==> src/hdl/cede_pkg.sv <==
// ----------------------------------------------------------------------------
// cede_pkg
// Shared types, constants and helpers for the column expression date unit.
// ----------------------------------------------------------------------------
package cede_pkg;

	// expression kind codes, the values held by the kind register
	localparam logic [2:0] KIND_IDENT   = 3'd0;
	localparam logic [2:0] KIND_YEAR    = 3'd1;
	localparam logic [2:0] KIND_MONTH   = 3'd2;
	localparam logic [2:0] KIND_ADD     = 3'd3;
	localparam logic [2:0] KIND_UNKNOWN = 3'd4;

	// configuration register indexes
	localparam logic REG_EXPR_KIND = 1'b0;
	localparam logic REG_ADDEND    = 1'b1;

	// field widths
	localparam int VAL_W  = 64;
	localparam int KIND_W = 3;
	localparam int DOE_W  = 18;
	localparam int QUO_W  = 32;

	// calendar constants
	localparam int ERA_DAYS     = 146097;
	localparam int EPOCH_SHIFT  = 719468;
	localparam int LAST_DOE     = 146096;

	// long division of the biased day count by the era length in 14-bit digits;
	// the top bits above the digits are already smaller than one era
	localparam int DIGIT_W    = 14;
	localparam int DIV_STAGES = 4;
	localparam int DIV_BITS   = DIGIT_W * DIV_STAGES;
	localparam int TRIAL_W    = DOE_W + DIGIT_W;
	localparam int BIASED_W   = VAL_W + 1;

	// reciprocal of the era length, exact for every trial below 146097 * 2^14
	localparam int ERA_SHIFT = 49;
	localparam logic [TRIAL_W-1:0] ERA_RECIP =
		TRIAL_W'(((64'd1 << ERA_SHIFT) + 64'd146096) / 64'd146097);

	// enough whole eras to lift the most negative day count above zero
	localparam logic [BIASED_W-1:0] ERA_BIAS =
		(65'd1 << 63) / 65'd146097 + 65'd1;
	localparam logic [BIASED_W-1:0] DAY_BIAS =
		ERA_BIAS * 65'd146097 + 65'd719468;
	localparam logic [QUO_W-1:0] ERA_BIAS_LO = ERA_BIAS[QUO_W-1:0];

	// reciprocals for exact division of small values by constants
	localparam int RECIP_SHIFT = 40;
	localparam logic [35:0] RECIP_1460  = 36'(((64'd1 << 40) + 64'd1459) / 64'd1460);
	localparam logic [35:0] RECIP_36524 = 36'(((64'd1 << 40) + 64'd36523) / 64'd36524);
	localparam logic [35:0] RECIP_365   = 36'(((64'd1 << 40) + 64'd364) / 64'd365);
	localparam logic [35:0] RECIP_100   = 36'(((64'd1 << 40) + 64'd99) / 64'd100);
	localparam logic [35:0] RECIP_153   = 36'(((64'd1 << 40) + 64'd152) / 64'd153);

	// one division pipeline slot
	typedef struct packed {
		logic [KIND_W-1:0] kind;
		logic              ok;
		logic [VAL_W-1:0]  res;
		logic [DIV_BITS-1:0] num;
		logic [DOE_W-1:0]  rem;
		logic [QUO_W-1:0]  quo;
	} div_data_t;

	// fields carried alongside the calendar stages
	typedef struct packed {
		logic [KIND_W-1:0] kind;
		logic              ok;
		logic [VAL_W-1:0]  res;
	} carry_t;

	// quotient of an 18-bit value by a constant, exact for this value range
	function automatic logic [13:0] div_recip(input logic [DOE_W-1:0] x,
			input logic [35:0] m);
		logic [53:0] p;
		p = 54'(x) * 54'(m);
		return p[53:RECIP_SHIFT];
	endfunction

endpackage

==> src/hdl/cede_div_stage.sv <==
// ----------------------------------------------------------------------------
// cede_div_stage
// One digit of the era division over two register stages: the quotient digit
// by reciprocal multiplication, then the partial remainder.
// ----------------------------------------------------------------------------
module cede_div_stage (
	input  logic                 clk,
	input  logic                 arst_n,
	input  logic                 in_valid,
	input  cede_pkg::div_data_t  in_data,
	output logic                 out_valid,
	output cede_pkg::div_data_t  out_data
);
	import cede_pkg::*;

	logic [TRIAL_W-1:0]   trial;
	logic [2*TRIAL_W-1:0] recip_prod;
	logic [DIGIT_W-1:0]   digit_c;
	logic [TRIAL_W-1:0]   rem_next;
	div_data_t            shifted_data;
	div_data_t            next_data;

	logic                 valid_s1, valid_s2;
	div_data_t            data_s1, data_s2;
	logic [TRIAL_W-1:0]   trial_s1;
	logic [DIGIT_W-1:0]   digit_s1;

	// bring down the next dividend digit and estimate its quotient digit
	assign trial      = {in_data.rem, in_data.num[DIV_BITS-1 -: DIGIT_W]};
	assign recip_prod = (2*TRIAL_W)'(trial) * (2*TRIAL_W)'(ERA_RECIP);
	assign digit_c    = recip_prod[ERA_SHIFT +: DIGIT_W];

	always_comb begin
		shifted_data     = in_data;
		shifted_data.num = {in_data.num[DIV_BITS-DIGIT_W-1:0], {DIGIT_W{1'b0}}};
	end

	// partial remainder and quotient digit shifted in
	assign rem_next = trial_s1 - TRIAL_W'(digit_s1) * TRIAL_W'(ERA_DAYS);

	always_comb begin
		next_data     = data_s1;
		next_data.rem = rem_next[DOE_W-1:0];
		next_data.quo = {data_s1.quo[QUO_W-DIGIT_W-1:0], digit_s1};
	end

	// valid bits
	always_ff @(posedge clk or negedge arst_n) begin
		if (!arst_n) begin
			valid_s1 <= 1'b0;
			valid_s2 <= 1'b0;
		end else begin
			valid_s1 <= in_valid;
			valid_s2 <= valid_s1;
		end
	end

	// payload
	always_ff @(posedge clk) begin
		data_s1  <= shifted_data;
		trial_s1 <= trial;
		digit_s1 <= digit_c;
		data_s2  <= next_data;
	end

	assign out_valid = valid_s2;
	assign out_data  = data_s2;

endmodule

==> config.mk <==
export PLATFORM = sky130hd
export DESIGN_NAME = cede_div_stage
export DESIGN_NICKNAME = d
export VERILOG_FILES = /design/src/hdl/cede_pkg.sv /design/src/hdl/cede_div_stage.sv
export SDC_FILE = /design/constraint.sdc
export NUM_CORES = 1
export LEC_CHECK = 0
export ABC_CLOCK_PERIOD_IN_PS = 6100
export BUFFER_PORTS_ARGS = -buffer_cell sky130_fd_sc_hd__buf_2
export CAP_MARGIN = 20
export CORE_UTILIZATION = 45
export CTS_CLUSTER_SIZE = 25
export DETAILED_ROUTE_END_ITERATION = 10
export PLACE_DENSITY = 0.65
export SLEW_MARGIN = 25
export SYNTH_ARGS = -nofsm -noshare
export SYNTH_HDL_FRONTEND = slang
export SYNTH_SLANG_ARGS = --single-unit
==> constraint.sdc <==
create_clock -name clk -period 6.1 [get_ports clk]
set_clock_uncertainty 0.05 [all_clocks]
set_input_delay 1.22 -clock clk [delete_from_list [all_inputs] [get_ports clk]]
set_output_delay 1.22 -clock clk [all_outputs]
set_load 0.01 [all_outputs]
==> After elaboration in Yosys (flattened, before gate mapping) <==
Index checks and enable logic that the tools add are counted.
{ "word_totals": {"register_bits": 322, "wordCells": 18, "input_bits": 177, "output_inout_bits": 175} }
{ "classes": {"addsub": 1, "multipliers": 2} }
{ "ops": {"columns": ["op", "n"], "rows": [
  ["multiplier 32 x 30 -> 61 bit (second input constant)", 1],
  ["multiplier 14 x 18 -> 18 bit (second input constant)", 1],
  ["subtractor 18 bit", 1]
]} }

==> Logic depth before layout (Yosys ltp) <==
{ "logic_depth": {"depth_word": 2, "ltp_mapped": 27, "depth_no_buf": 27} }

==> Worst setup path before layout <==
Ideal clock, no wire load.
{ "synth_timing": {"path_type": "in2reg", "startpoint": "input port in_data[43] in the netlist's numbering", "endpoint": "register digit_s1[13]", "required_time_ns": 5.923, "stages": 24, "n_path_buf": 0, "setup_ns": 0.127, "setup_slack_ns": -1.615, "arrival_ns": 7.537, "cell_sequence": "inv_1 -> fa_1 -> inv_1 -> ha_1 -> fa_1 -> inv_1 -> fa_1 -> inv_1 -> fa_1 -> fa_1 -> fa_1 -> inv_1 -> fa_1 -> inv_1 -> ha_1 -> nand4_1 -> or4_1 -> nor4_1 -> a211oi_2 -> o221ai_4 -> a21oi_4 -> o21ai_2 -> and4_1 -> nor3_1"} }
{ "synth_between": {"elab_chain_len": 1} }
{ "synth_lines": {"columns": ["item", "line_no", "text"], "rows": [
  ["start: declaration", "cede_div_stage.sv:10", "input cede_pkg::div_data_t in_data,"],
  ["multiplier 32 x 30 -> 61 bit", "cede_div_stage.sv:30", "assign recip_prod = (2*TRIAL_W)'(trial) * (2*TRIAL_W)'(ERA_RECIP);"],
  ["net recip_prod[62]", "cede_div_stage.sv:17", "logic [2*TRIAL_W-1:0] recip_prod;"],
  ["end signal: assignment", "cede_div_stage.sv:62", "digit_s1 <= digit_c;"],
  ["end: declaration", "cede_div_stage.sv:26", "logic [DIGIT_W-1:0] digit_s1;"]
]} }
The timed path passes the listed nets, and every way through them passes these cells.

==> Worst setup path in the final report <==
{ "layout_timing": {"startpoint": "input port in_data[93] in the netlist's numbering", "endpoint": "register digit_s1[13]"} }
Same word-level chain as after synthesis.

==> flow_summary.ini <==
[status]
outcome = complete, but fails checks
violations = setup timing

[timing]
setup_viol_count_final = 14
timing.fmax_mhz = 137
timing_max_transition_violations_final = 0
worst_slew_pin_slew_ns = 0.535
final_critical_path_setup_slack_ns = -1.22
maxSlewHeadroom = 0.643
finalCritPeriodShare = 1.20
hold_viol_final = 0
period_needed_ns = 7.32
tns_ns = -15.09
rsz0062_at_grt = true

[clocking]
tritoncts = done
cts.root.buffer_cell = clkbuf_16
clock_tree.buffer_depth = 3
htreeDepth = 1
clkSinkCount = 322
clock_insertion_delay_at_the_later_pin_of_the_skew_report_ns = 0.58
cts.hold.buffers_added = 0
path_clk_slew_ns = 0.07
cts-buffers-inserted = 28

[yosys]
synth_most_common_cell = inv_1
synth.cell_area_um2 = 25600
top_area_cells_in_the_synthesized_netlist = fa_1 34%, dfxtp_1 25%, ha_1 23%
synth_area_leader_cell = fa_1
asyncSetResetFlopFracSynth = 0.00621
postSynthRegisterBits = 322
yosysWarningCount = 0
yosys.area.top_type_share = 0.344
edff_count_synth = 0
yosys-top-cells-count = 740 x inv_1, 461 x ha_1, 440 x fa_1
synth.lib_cells_used.distinct = 48
seq_area_frac_synth = 0.252
synth_top_flop_cell = dfxtp_1
postSynthCellCount = 2237
synth.avg_cell_area_um2 = 11.4

[placed_design]
count_of_buffers_inserted_at_the_top_level_ports = 323
gp_routability_congestion = 0.972
place.detailed.hpwl_mm = 63.8
place_ws_ns = -1.92

[floorplan]
vert_die_dim_um = 241
total_number_of_placement_rows = 87
die_area_um2 = 57900
fp.coreArea_um2 = 56300
number_of_primary_i_o_pins = 352
initial_core_util = 0.455
die_width_um = 241

[final_layout]
area_growth_syn_to_layout_pct = 24.7
final_layout_fill_cell_count = 4812
layout.nets = 3955
ratio_of_cells_with_drive_above_1_in_the_final_layout = 0.269

[grt]
grtUsageMet1 = 0.308
gr_busiest_metal = met2
grt_util_all_layers = 0.248
grt_pass1_vias = 18900
groute.layer.met3.usage = 0.0393
antenna_found_initial = 2
pin_count_of_the_biggest_net_entering_global_routing = 18
overflow = 0
grtUsageMet2 = 0.442
grt_first_pass_wirelength_mm = 106

[routing]
vias = 16800
drt.antenna.violating_nets = 0
wirelength_mm = 70.2
first_pass_iters = 4
drt_first_iter_violations = 593
routedWlPerCell_um = 19.2
drc = 0
drt-vias-per-instance = 4.60

[critical_path]
setup.worst_path.class = input port to flip-flop
worst-path-max-fanout = 4
cp_data_required_time_ns = 6.50
arrival_ns = 7.73
timing.critical_path.to_type = flip-flop
start_kind = input port

[job]
max-cap-violations = 0

[hold_path]
min_path_type = flip-flop to flip-flop
[placed cells by master (no fill, tap or decap), types with 19 or more instances in the layout]
cell and instances:
xnor2_1 35, ha_1 436, inv_2 31, ha_4 20, inv_1 705, nand2_1 22, clkbuf_16 28, fa_1 424
buf_2 311, dfxtp_1 320, a21oi_1 28, nor2_1 19, buf_4 286
[flip-flops by register name, summed over array words and instances, names as in the netlist]
name and cells:
out_data 160, data_s1 128, trial_s1 18, digit_s1 14, out_valid 1, valid_s1 1
[worst paths after layout]
kind | start | end | slack [ns] | cells after the start
max | in_data[93] | digit_s1[13] | -1.22 | 23
min | data_s1[167] | out_data[167] | 0.27 | 0
max reg2reg | digit_s1[1] | out_data[49] | 0.41 | 16
min reg2reg | data_s1[167] | out_data[167] | 0.27 | 0
max in group asynchronous | arst_n | valid_s1 | 5.55 | 1
min in group asynchronous | arst_n | out_valid | 0.36 | 1
[routing by layer]
metal | up-vias | part of all wire
met2 | 429 | 0.50
li1 | 7937 | -
met1 | 8382 | 0.41
met3 | 87 | 0.056
met5 | - | 0
met4 | 0 | 0.028
[cells by family after synthesis]
logic type	Yosys count	share of synthesized area
adders and majority gates	901	0.569
buffers and inverters	755	0.113
DFF	322	0.252
AOI/OAI and AO/OA	113	0.0303
and+or+nand+nor	93	0.0176
xor gates and xnor gates	52	0.0178
other	1	0.000146
[per-stage QoR]
step / area, um2 / util / std cells / hold WS [ns]
floorplan: 25700 / - / 2250 / 0.260
global placement: 30200 / 0.536 / 3586 / 0.260
detailed placement: 30200 / 0.536 / 3586 / 0.262
global route: 31900 / 0.567 / 3657 / 0.270
finish: 31900 / 0.567 / 3657 / 0.270
CTS: 31600 / 0.561 / 3647 / 0.276
[critical path: stages]
cell and delay (ns):
buf_4 0.14, fa_1 0.58, inv_2 0.06, fa_1 0.48, fa_1 0.58, fa_1 0.45
fa_1 0.53, inv_2 0.06, fa_2 0.47, fa_1 0.49, inv_1 0.05, fa_1 0.50
inv_2 0.05, ha_4 0.26, nand4_1 0.11, or4_4 0.56, nor4_4 0.20, a211oi_4 0.14
o221ai_4 0.25, a21oi_4 0.11, o21ai_4 0.17, and4_1 0.21, nor3_1 0.05
[layout make-up]
class                           instances  area [um2]  area share
Clock buffer                           36         781      0.0244
Sequential cell                       322        6460       0.202
Multi-Input combinational cell       1173       16900       0.528
Clock inverter                         16         194     0.00607
Tap cell                              756         946      0.0296
Timing Repair Buffer                  611        3890       0.122
Antenna cell                            2        5.00    0.000157
Inverter                              741        2800      0.0876
[timing repair]
item                                    4_1_cts  5_1_grt
resized for setup                            87       70
endpoints found under the setup margin       14       14
endpoints found under the hold margin         0        0
buffers inserted                             10        8
pin swaps                                    42       38
Power is not shown: default switching activity piles up to over one toggle a cycle in this logic, so the estimate is an artifact.
